## config.mk

```make
export PLATFORM = sky130hd
export DESIGN_NAME = crc16_record_frame_parser_unit
export DESIGN_NICKNAME = d
export VERILOG_FILES = /design/src/rtl/core/crcrp_pkg.sv /design/src/rtl/core/crcrp_ram.sv /design/src/rtl/core/crcrp_parser.sv /design/src/rtl/core/crcrp_emit.sv /design/src/rtl/core/crc16_record_frame_parser_unit.sv
export SDC_FILE = /design/constraint.sdc
export NUM_CORES = 1
export LEC_CHECK = 0
export BUFFER_PORTS_ARGS = -buffer_cell sky130_fd_sc_hd__buf_2
export CAP_MARGIN = 20
export CORE_MARGIN = 5
export CORE_UTILIZATION = 45
export DETAILED_ROUTE_END_ITERATION = 10
export GPL_TIMING_DRIVEN = 1
export PLACE_DENSITY = 0.72
export SYNTH_ARGS = -nofsm -noshare
export SYNTH_HDL_FRONTEND = slang
export SYNTH_SLANG_ARGS = --single-unit
```

## constraint.sdc

```tcl
create_clock -name i_clk -period 4 [get_ports i_clk]
set_clock_uncertainty 0.2 [all_clocks]
set_input_delay 0.4 -clock i_clk [delete_from_list [all_inputs] [get_ports i_clk]]
set_output_delay 0.4 -clock i_clk [all_outputs]
set_load 0.01 [all_outputs]
```

## src/rtl/core/crcrp_pkg.sv

```systemverilog
// ----------------------------------------------------------------------------
// crcrp_pkg
// Shared types, constants and the CRC-16/CCITT-FALSE byte update for the
// record frame parser.
// ----------------------------------------------------------------------------
package crcrp_pkg;

    localparam int MAX_PAYLOAD = 32;
    localparam int ADDR_W      = 7;
    localparam int LEN_W       = 6;
    localparam int BYTE_W      = 8;
    localparam int CNT_W       = 8;
    localparam int CRC_W       = 16;
    localparam int PAY_AW      = (MAX_PAYLOAD > 1) ? $clog2(MAX_PAYLOAD) : 1;

    localparam logic [CRC_W-1:0] CRC_INIT = 16'hFFFF;
    localparam logic [CRC_W-1:0] CRC_POLY = 16'h1021;
    localparam logic [CRC_W-1:0] CRC_MSB  = 16'h8000;

    typedef enum logic [5:0] {
        PH_COUNT   = 6'b000001,
        PH_LENGTH  = 6'b000010,
        PH_PAYLOAD = 6'b000100,
        PH_CRC_LO  = 6'b001000,
        PH_CRC_HI  = 6'b010000,
        PH_DRAIN   = 6'b100000
    } t_phase;

    // Request from the parser to start emitting one accepted record.
    typedef struct packed {
        logic              start;
        logic [ADDR_W-1:0] addr;
        logic [LEN_W-1:0]  len;
    } t_emit_req;

    // Write port of the payload store.
    typedef struct packed {
        logic              wr_en;
        logic [PAY_AW-1:0] wr_addr;
        logic [BYTE_W-1:0] wr_data;
    } t_store_wr;

    function automatic logic [CRC_W-1:0] crc16_update(
        input logic [CRC_W-1:0]  crc_in,
        input logic [BYTE_W-1:0] data_in
    );
        logic [CRC_W-1:0] crc;
        crc = crc_in ^ {data_in, 8'h00};
        for (int k = 0; k < BYTE_W; k++) begin
            if ((crc & CRC_MSB) != '0) begin
                crc = {crc[CRC_W-2:0], 1'b0} ^ CRC_POLY;
            end else begin
                crc = {crc[CRC_W-2:0], 1'b0};
            end
        end
        return crc;
    endfunction

endpackage

```

## src/rtl/core/crcrp_ram.sv

```systemverilog
// ----------------------------------------------------------------------------
// crcrp_ram
// Payload store: one write port and one read port with registered read data.
// ----------------------------------------------------------------------------
module crcrp_ram
    import crcrp_pkg::*;
(
    input  logic              i_clk,
    input  t_store_wr         i_wr,
    input  logic              i_rd_en,
    input  logic [PAY_AW-1:0] i_rd_addr,
    output logic [BYTE_W-1:0] o_rd_data
);

    logic [BYTE_W-1:0] r_mem [MAX_PAYLOAD];
    logic [BYTE_W-1:0] r_rd_data;

    always_ff @(posedge i_clk) begin
        if (i_wr.wr_en) begin
            r_mem[i_wr.wr_addr] <= i_wr.wr_data;
        end
    end

    always_ff @(posedge i_clk) begin
        if (i_rd_en) begin
            r_rd_data <= r_mem[i_rd_addr];
        end
    end

    assign o_rd_data = r_rd_data;

endmodule

```

## src/rtl/core/crcrp_parser.sv

```systemverilog
// ----------------------------------------------------------------------------
// crcrp_parser
// Byte-level frame parser: count, length, payload, CRC bytes. Writes payload
// into the store and asks the emitter to send out a record that passes.
// ----------------------------------------------------------------------------
module crcrp_parser
    import crcrp_pkg::*;
(
    input  logic              i_clk,
    input  logic              i_rst_n,
    input  logic              i_accept,
    input  logic [ADDR_W-1:0] i_slave_address,
    input  logic [BYTE_W-1:0] i_rx_byte,
    input  logic              i_end_of_transfer,
    output t_store_wr         o_wr,
    output t_emit_req         o_req
);

    localparam logic [LEN_W-1:0]  MAX_LEN  = LEN_W'(MAX_PAYLOAD);
    localparam logic [BYTE_W-1:0] MAX_BYTE = BYTE_W'(MAX_PAYLOAD);

    t_phase            r_phase,  n_phase;
    logic [CNT_W-1:0]  r_left,   n_left;
    logic [LEN_W-1:0]  r_len,    n_len;
    logic [LEN_W-1:0]  r_taken,  n_taken;
    logic [CRC_W-1:0]  r_crc,    n_crc;
    logic [BYTE_W-1:0] r_crc_lo, n_crc_lo;
    logic [CNT_W-1:0]  left_dec;

    assign left_dec = r_left - CNT_W'(1);

    always_comb begin
        n_phase  = r_phase;
        n_left   = r_left;
        n_len    = r_len;
        n_taken  = r_taken;
        n_crc    = r_crc;
        n_crc_lo = r_crc_lo;
        o_wr     = '0;
        o_req    = '0;
        if (i_accept) begin
            case (r_phase)
                PH_COUNT: begin
                    if (i_rx_byte == '0) begin
                        n_phase = PH_DRAIN;
                    end else begin
                        n_left  = i_rx_byte;
                        n_phase = PH_LENGTH;
                    end
                end
                PH_LENGTH: begin
                    if (i_rx_byte > MAX_BYTE) begin
                        n_phase = PH_DRAIN;
                    end else begin
                        n_len   = i_rx_byte[LEN_W-1:0];
                        n_taken = '0;
                        n_crc   = CRC_INIT;
                        n_phase = (i_rx_byte[LEN_W-1:0] == '0) ? PH_CRC_LO : PH_PAYLOAD;
                    end
                end
                PH_PAYLOAD: begin
                    if (r_taken < r_len && r_taken < MAX_LEN) begin
                        o_wr.wr_en   = 1'b1;
                        o_wr.wr_addr = r_taken[PAY_AW-1:0];
                        o_wr.wr_data = i_rx_byte;
                        n_crc        = crc16_update(r_crc, i_rx_byte);
                        n_taken      = r_taken + LEN_W'(1);
                    end
                    if (n_taken >= r_len) begin
                        n_phase = PH_CRC_LO;
                    end
                end
                PH_CRC_LO: begin
                    n_crc_lo = i_rx_byte;
                    n_phase  = PH_CRC_HI;
                end
                PH_CRC_HI: begin
                    if ({i_rx_byte, r_crc_lo} != r_crc) begin
                        n_phase = PH_DRAIN;
                    end else begin
                        o_req.start = 1'b1;
                        o_req.addr  = i_slave_address;
                        o_req.len   = r_len;
                        n_left      = left_dec;
                        n_phase     = (left_dec == '0) ? PH_DRAIN : PH_LENGTH;
                    end
                end
                default: begin
                    n_phase = PH_DRAIN;
                end
            endcase
            // The final byte of a transfer always rearms the parser.
            if (i_end_of_transfer) begin
                n_phase  = PH_COUNT;
                n_left   = '0;
                n_len    = '0;
                n_taken  = '0;
                n_crc    = CRC_INIT;
                n_crc_lo = '0;
            end
        end
    end

    always_ff @(posedge i_clk) begin
        if (!i_rst_n) begin
            r_phase  <= PH_COUNT;
            r_left   <= '0;
            r_len    <= '0;
            r_taken  <= '0;
            r_crc    <= CRC_INIT;
            r_crc_lo <= '0;
        end else begin
            r_phase  <= n_phase;
            r_left   <= n_left;
            r_len    <= n_len;
            r_taken  <= n_taken;
            r_crc    <= n_crc;
            r_crc_lo <= n_crc_lo;
        end
    end

endmodule

```

## src/rtl/core/crcrp_emit.sv

```systemverilog
// ----------------------------------------------------------------------------
// crcrp_emit
// Reads a passed record out of the payload store and presents it on the
// output register, one byte per transaction, or a single empty-record marker.
// ----------------------------------------------------------------------------
module crcrp_emit
    import crcrp_pkg::*;
(
    input  logic              i_clk,
    input  logic              i_rst_n,
    input  t_emit_req         i_req,
    input  logic [BYTE_W-1:0] i_rd_data,
    output logic              o_rd_en,
    output logic [PAY_AW-1:0] o_rd_addr,
    output logic              o_busy,
    output logic              o_valid,
    input  logic              i_stall,
    output logic [ADDR_W-1:0] o_source_address,
    output logic [LEN_W-1:0]  o_record_length,
    output logic [BYTE_W-1:0] o_data_byte,
    output logic              o_last_of_record
);

    logic              r_active, n_active;
    logic [LEN_W-1:0]  r_idx,    n_idx;
    logic [LEN_W-1:0]  r_len,    n_len;
    logic [ADDR_W-1:0] r_addr,   n_addr;
    logic              r_pend,   n_pend;
    logic              r_pend_last, n_pend_last;
    logic              r_out_valid, n_out_valid;
    logic [ADDR_W-1:0] r_out_addr,  n_out_addr;
    logic [LEN_W-1:0]  r_out_len,   n_out_len;
    logic [BYTE_W-1:0] r_out_data,  n_out_data;
    logic              r_out_last,  n_out_last;
    logic              out_free;
    logic [LEN_W-1:0]  idx_inc;

    assign out_free = !r_out_valid || !i_stall;
    assign idx_inc  = r_idx + LEN_W'(1);

    always_comb begin
        n_active    = r_active;
        n_idx       = r_idx;
        n_len       = r_len;
        n_addr      = r_addr;
        n_pend      = 1'b0;
        n_pend_last = r_pend_last;
        n_out_valid = r_out_valid && i_stall;
        n_out_addr  = r_out_addr;
        n_out_len   = r_out_len;
        n_out_data  = r_out_data;
        n_out_last  = r_out_last;
        o_rd_en     = 1'b0;
        o_rd_addr   = r_idx[PAY_AW-1:0];

        // A read issued last cycle only ever finds the output register free.
        if (r_pend) begin
            n_out_valid = 1'b1;
            n_out_addr  = r_addr;
            n_out_len   = r_len;
            n_out_data  = i_rd_data;
            n_out_last  = r_pend_last;
        end

        if (r_active && out_free && !r_pend) begin
            if (r_len == '0) begin
                n_out_valid = 1'b1;
                n_out_addr  = r_addr;
                n_out_len   = '0;
                n_out_data  = '0;
                n_out_last  = 1'b1;
                n_active    = 1'b0;
            end else begin
                o_rd_en     = 1'b1;
                n_pend      = 1'b1;
                n_pend_last = (idx_inc == r_len);
                n_idx       = idx_inc;
                n_active    = (idx_inc != r_len);
            end
        end

        if (i_req.start) begin
            n_active = 1'b1;
            n_idx    = '0;
            n_len    = i_req.len;
            n_addr   = i_req.addr;
        end
    end

    always_ff @(posedge i_clk) begin
        if (!i_rst_n) begin
            r_active    <= 1'b0;
            r_pend      <= 1'b0;
            r_out_valid <= 1'b0;
        end else begin
            r_active    <= n_active;
            r_pend      <= n_pend;
            r_out_valid <= n_out_valid;
        end
    end

    always_ff @(posedge i_clk) begin
        r_idx       <= n_idx;
        r_len       <= n_len;
        r_addr      <= n_addr;
        r_pend_last <= n_pend_last;
        r_out_addr  <= n_out_addr;
        r_out_len   <= n_out_len;
        r_out_data  <= n_out_data;
        r_out_last  <= n_out_last;
    end

    assign o_busy           = r_active || r_pend;
    assign o_valid          = r_out_valid;
    assign o_source_address = r_out_addr;
    assign o_record_length  = r_out_len;
    assign o_data_byte      = r_out_data;
    assign o_last_of_record = r_out_last;

endmodule

```

## src/rtl/core/crc16_record_frame_parser_unit.sv

```systemverilog
// ----------------------------------------------------------------------------
// crc16_record_frame_parser_unit
// Parses length-prefixed records with a little-endian CRC-16/CCITT-FALSE
// trailer and sends out the payload of each record that passes.
// ----------------------------------------------------------------------------
//  Channel | Direction | Handshake          | Payload
//  --------+-----------+--------------------+-------------------------------------
//  in      | input     | i_valid / o_stall  | slave_address, rx_byte, end_of_transfer
//  out     | output    | o_valid / i_stall  | source_address, record_length,
//          |           |                    | data_byte, last_of_record
//
// A received byte is taken while no record is being emitted.
// After the high CRC byte of a passing record the input is held off while the
// payload store is read out: each byte takes one store read and then one output
// load, and the next read waits for that load; an empty record gives one marker.
// Output stalls lengthen the read-out. Reset is synchronous and clears the parser
// and the output stage; the payload store needs no clearing.
// ----------------------------------------------------------------------------
module crc16_record_frame_parser_unit
    import crcrp_pkg::*;
(
    input  logic              i_clk,
    input  logic              i_rst_n,
    input  logic              i_valid,
    output logic              o_stall,
    input  logic [ADDR_W-1:0] i_slave_address,
    input  logic [BYTE_W-1:0] i_rx_byte,
    input  logic              i_end_of_transfer,
    output logic              o_valid,
    input  logic              i_stall,
    output logic [ADDR_W-1:0] o_source_address,
    output logic [LEN_W-1:0]  o_record_length,
    output logic [BYTE_W-1:0] o_data_byte,
    output logic              o_last_of_record
);

    logic              busy;
    logic              accept;
    t_store_wr         store_wr;
    t_emit_req         emit_req;
    logic              rd_en;
    logic [PAY_AW-1:0] rd_addr;
    logic [BYTE_W-1:0] rd_data;

    assign o_stall = busy;
    assign accept  = i_valid && !busy;

    crcrp_parser u_parser (
        .i_clk            (i_clk),
        .i_rst_n          (i_rst_n),
        .i_accept         (accept),
        .i_slave_address  (i_slave_address),
        .i_rx_byte        (i_rx_byte),
        .i_end_of_transfer(i_end_of_transfer),
        .o_wr             (store_wr),
        .o_req            (emit_req)
    );

    crcrp_ram u_ram (
        .i_clk    (i_clk),
        .i_wr     (store_wr),
        .i_rd_en  (rd_en),
        .i_rd_addr(rd_addr),
        .o_rd_data(rd_data)
    );

    crcrp_emit u_emit (
        .i_clk           (i_clk),
        .i_rst_n         (i_rst_n),
        .i_req           (emit_req),
        .i_rd_data       (rd_data),
        .o_rd_en         (rd_en),
        .o_rd_addr       (rd_addr),
        .o_busy          (busy),
        .o_valid         (o_valid),
        .i_stall         (i_stall),
        .o_source_address(o_source_address),
        .o_record_length (o_record_length),
        .o_data_byte     (o_data_byte),
        .o_last_of_record(o_last_of_record)
    );

endmodule

```

======== After elaboration in Yosys (flattened, before gate mapping) ========
Memory sizes are Yosys's and may differ from the RTL's. A register that Yosys moved wholly into a read port is not among the register bits.
Cells that the tools add are included.
word-level totals
  bits in registers ....................... 95
  memory bits (writable) .................. 256
  output and inout bits ................... 24
  word-level logic and storage cells ...... 163
  memories ................................ 1
cells by class
  add/subtract/negate cells ............... 3
  $lt $le $gt $ge ......................... 4
  equality and inequality tests ........... 14
  muxes and demuxes ....................... 84
  bitwise gates (word level) .............. 12
  reductions and logical operators ........ 28
memories
  memory       words  width  read ports  clocked after Yosys merged registers in  wr ports  line             text
  u_ram.r_mem  32     8      1           1                                        1         crcrp_ram.sv:15  logic [BYTE_W-1:0] r_mem [MAX_PAYLOAD];
operators by type and width
  operator                                            count
  2-to-1 mux 16 bit                                   24
  2-to-1 mux 13 bit                                   8
  2-to-1 mux 6 bit                                    17
  2-to-1 mux 14 bit                                   6
  2-to-1 mux 8 bit                                    8
  case mux 16 bit (2 select lines)                    1
  case mux 6 bit (5 select lines)                     1
  inverter 3 bit                                      8
  2-to-1 mux 7 bit                                    3
  zero test 8 bit                                     2
  != test 16 bit                                      1
  case mux 8 bit (2 select lines)                     1
  bitwise XOR 16 bit                                  1
  2-to-1 mux 1 bit                                    13
  adder 6 x 1 -> 6 bit, second input constant         2
  zero test 6 bit                                     2
  case mux 6 bit (2 select lines)                     1
  != test 3 bit, second input constant                3
  > comparator 8 x 6 -> 1 bit, second input constant  1
  AND reduction 4 bit                                 2
  subtractor 8 x 1 -> 8 bit, second input constant    1
  == test 6 x 1 -> 1 bit, second input constant       1
  == test 6 x 2 -> 1 bit, second input constant       1
  == test 6 x 3 -> 1 bit, second input constant       1
  other kinds (19)                                    36

======== Logic depth before layout (Yosys ltp) ========
  depth after elaboration ................. 41
  gate-level depth with buffers ........... 17
  depth with buffers taken out ............ 16

======== By module ========
Synthesis repeated with hierarchy kept, for this count alone.
second synthesis, totals
  cell total of the unflattened synthesis .. 981
  area, all modules ....................... 15,459.8 sq um
modules (own cells, without submodules)
  module                          instances  cells each  area each (sq um)
  crcrp_ram                       1          417         10,133.5
  crcrp_parser                    1          418         3,504.6
  crcrp_emit                      1          145         1,808.0
  crc16_record_frame_parser_unit  1          1           13.8

======== Worst setup path before layout ========
Ideal clock, no wire load.
  path type ............................... flip-flop to flip-flop
  start ................................... register u_parser.r_len[5]
  end ..................................... register u_parser.r_phase[2]
  library setup time ...................... 0.071 ns
  data arrival time ....................... 3.309 ns
  data required time ...................... 3.729 ns
  path slack .............................. 0.420 ns
  cell stages (with the launch flop) ...... 15
  path buffers ............................ 0
  cells stage by stage .................... dfxtp_1 > inv_1 > ha_1 > nand4_1 > o211ai_1 > inv_1 > ha_1 > inv_1 > ha_1 > nand2b_1 > a211o_1 > a211oi_1 > or2_2 > or4b_2 > a21oi_1
between the ends
  word-level cells in the longest chain between the ends .. 8
ends and longest elaborated chain
  what                                         line                 text
  from (decl)                                  crcrp_parser.sv:24   logic [LEN_W-1:0] r_len, n_len;
  from (signal assigned)                       crcrp_parser.sv:115  r_len <= n_len;
  less-than comparator 6 bit                   crcrp_parser.sv:62   if (r_taken < r_len && r_taken < MAX_LEN) begin
  logical AND 1 bit                            crcrp_parser.sv:62
  2-to-1 mux 6 bit                             crcrp_parser.sv:62
  2-to-1 mux 6 bit                             crcrp_parser.sv:42   case (r_phase)
  2-to-1 mux 6 bit                             crcrp_parser.sv:41   if (i_accept) begin
  >= comparator 6 bit (*)                      crcrp_parser.sv:69   if (n_taken >= r_len) begin
  != test 3 x 2 -> 1 bit (no source line) (*)  n/a
  AND reduction 2 bit (no source line) (*)     n/a
  to (signal assigned)                         crcrp_parser.sv:113  r_phase <= n_phase;
  to (decl)                                    crcrp_parser.sv:22   t_phase r_phase, n_phase;
Every way passes the cells marked *; elsewhere a longest branch is shown, timed or not. The select of a mux whose other input is x is not followed.
A chain may end at the register's enable or synchronous reset.

======== Worst setup path after layout ========
  start ................................... register u_parser.r_len[3]
  end ..................................... register u_parser.r_phase[2]
The elaborated chain is that of the path after synthesis.

==> metrics.md <==
| Metric | Value |
|---|---|
| Status | finished clean |
| Max Fclk | 264 MHz |
| Fin crit share | 94.7% |
| Post-synthesis sequential area ratio | 66.4% |
| Power Total | 7.49 mW |
| Initial antenna violation count | 1 |
| Portion of netlist area occupied by mux cells | 14.2% |
| Die ar. | 37,100 um2 |
| Synth area leader | edfxtp_1 |
| Worst slack, placed | 100 ps |
| Tmin final | 3790 ps |
| Gpl congestion | 0.841 |
| Sum of negative setup slack | 0 ps |
| Max H-tree Level | 2 |
| Post-synthesis cell area | 15,000 um2 |
| # DRC | 0 |
| Maximum clock insertion buffer count | 3 |
| Layout cells sized above 1 | 25.7% |
| CP Capture Type | flip-flop |
| First-pass GRT wire length | 50,200 um |
| Xor/xnor share of the synthesized area | 3.09% |
| Count leader, synth | edfxtp_1 |
| P&R area growth vs syn | 15.5% |
| Synth Instances | 929 |
| Core Area | 32,700 um2 |
| Largest net degree at the start of global routing | 51 |
| Post-Synth Adder-Cell Area | 1.33% |
| CP Launch Type | flip-flop |
| Syn Area/Cell | 16.1 um2 |
| Total track usage | 17.6% |
| Synth top area share | 55.6% |
| DP HPWL | 20,300 um |
| Yosys reg bits | 359 |
| Hold violation count in the final report | 0 |
| Max-Slew Margin vs Limit | 49.9% |
| Simple-gate share of the synthesized area | 7.90% |
| Post-route worst setup slack | 214 ps |
| Via density | 5.66 |
| Peak supply drop | 281 uV |
| Asr flop ratio synth | 0% |
| Yosys warning count | 0 |
| Top cells by area, synth | edfxtp_1, mux4_2, dfxtp_1 |
| Critical path required time | 4220 ps |
| DR vias | 8,504 |
| I/O pin total | 44 |
| Die span in x | 193 um |
| Unrepaired setup endpoints after global routing | false |
| Post-Layout Cell Count | 1,502 |
| Final net count | 1,071 |
| Max-cap viol count | 0 |
| IO Port Bufs | 43 |
| Largest family of logic cells by synthesized area | multiplexers |
| Antenna violation net count after detailed routing | 0 |
| Netlist cell types | 71 |
| Row cnt | 66 |
| Initial Utilization | 45.9% |
| DR pass1 iterations | 5 |
| Syn Nets | 965 |
| Worst-margin pin slew | 749 ps |
| Complex-gate fraction of the synthesized area | 5.27% |
| Power density over cell area | 432 nW/um2 |
| Avg WL per Cell | 21.4 um |
| Cts bufs inserted | 37 |
| Root Buffer | clkbuf_16 |
| Max-slew violations | 0 |
| Clk_lat worst skew | 520 ps |
| Number of global-route vias before repair | 8,516 |
| Postcts setup bufs | 0 |
| Total Wirelength | 32,200 um |
| GRT overflow | 0 |
| Initial DRC count | 775 |
| EDFF count, synth | 278 |
| Leak | 5.13 nW |
| Worst Path Class, Setup | reg -> reg |
| Worst-path clk slew | 60 ps |
| CP arrival | 4010 ps |
| Placed instance count | 1,430 |
| CTS tree | built |
| Min-delay worst type | in -> reg |
| Total clock sinks | 359 |
| Most used DFF post-synth | edfxtp_1 |
| Commonest cells post-synth | edfxtp_1, nor2_1, dfxtp_1 |
| Final setup viols | 0 |
| Die Y | 193 um |
| CP Max Fanout | 11 |
[final cells by class]
| class | count | area, um2 |
|---|---|---|
| Fill cell | 2642 | 15400 |
| Sequential cell | 359 | 9970 |
| Multi-Input combinational cell | 512 | 4780 |
| Clock buffer | 54 | 1060 |
| Timing Repair Buffer | 108 | 782 |
| Tap cell | 442 | 553 |
| Clock inverter | 9 | 120 |
| Inverter | 17 | 63.8 |
| Antenna cell | 1 | 2.50 |
[flip-flops by register name (all words and copies together), names as in the netlist, 7 cells and up]
register,flops
u_emit.o_data_byte,8
u_emit.o_source_address,7
u_emit.r_addr,7
u_parser.r_crc,16
u_parser.r_crc_lo,8
u_parser.r_left,8
u_ram.o_rd_data,8
u_ram.r_mem,256
[where the power goes]
group	internal (mW)	switching, mW	leakage (nW)	total, mW
Combinational	0.0606	0.0874	1.83	0.148
Clock	1.98	1.39	0.581	3.37
Sequential	3.97	0.00975	2.71	3.98
[worst max-delay path, stage by stage, from the launching register on]
cell and delay, ps:
dfxtp_1 330, inv_1 80, ha_1 290, a21oi_1 140, a2bb2oi_1 210, o211ai_1 140
inv_1 160, nand2_2 130, nor2_1 140, xor2_1 190, ha_1 180, a21oi_1 90
nand4_1 120, o21ai_0 130, or2_4 310, or4b_2 670, a21oi_1 170
[cell families (layout without fill, tap and decap cells)]
kind of cell,Yosys count,in the layout
multiplexers,111,111
XOR/XNOR,53,53
other,0,1
adder cells (fa/ha/maj),16,16
flip-flops,359,359
buffers and inverters,58,188
AO/OA/AOI/OAI,105,105
AND/OR/NAND/NOR,227,227
[routing by layer]
metal / wire [um] / global-route usage [%] / part of all wire (%)
met1: 14300 / 26.1 / 44
met2: 15500 / 27.6 / 48
met3: 1920 / 2.53 / 6.0
met4: 548 / 4.28 / 1.7
met5: 0 / 0 / 0
[layout by cell type, fill, tap and decap left out, types with 4 or more instances in the layout]
master and n:
xnor2_1 29, and3_1 4, clkbuf_16 39, nor4_1 6, o21ai_0 12, mux2_2 15, nand3_1 10, and2_1 19
a2bb2oi_1 15, xor2_1 24, dlygate4sd3_1 7, nand4_1 9, inv_1 16, nor3_1 6, mux4_2 80, nand3b_1 7
buf_4 53, a22o_1 7, dfxtp_1 79, buf_2 43, o2bb2ai_1 7, or3_1 6, o31ai_1 4, ha_1 16
nand2b_1 4, clkinv_2 4, nand2_1 30, or4_1 4, mux2i_1 16, a31oi_1 5, edfxtp_1 278, a21oi_1 22
nor2_1 95, clkbuf_1 11, a22oi_1 6
[stage by stage]
| step | instance area, um2 | util (%) | hold WS, ps |
|---|---|---|---|
| after floorplan | 15000 | - | 233 |
| after global placement | 16000 | 49.0 | 239 |
| after detailed placement | 16000 | 49.1 | 260 |
| after CTS | 17300 | 52.9 | 32.5 |
| after global routing | 17300 | 53.0 | 50.7 |
| final | 17300 | 53.0 | 46.7 |
[path summary, 6_finish.rpt]
check / from / endpoint / cells after the start / slack, ps
worst max-delay path: u_parser.r_len[3] / u_parser.r_phase[2] / 16 / 210
worst min-delay path: i_rx_byte[1] / u_parser.r_crc_lo[1] / 2 / 50
worst max register to register: u_parser.r_len[3] / u_parser.r_phase[2] / 16 / 210
worst min register to register: u_emit.r_pend_last / u_emit.o_last_of_record / 1 / 270
[timing repair]
action,in CTS,in global routing
gates resized for setup,0,2
hold buffers,7,0
setup endpoints to repair,0,5
hold endpoints to repair,7,0
(Power assumes the default switching activity.)
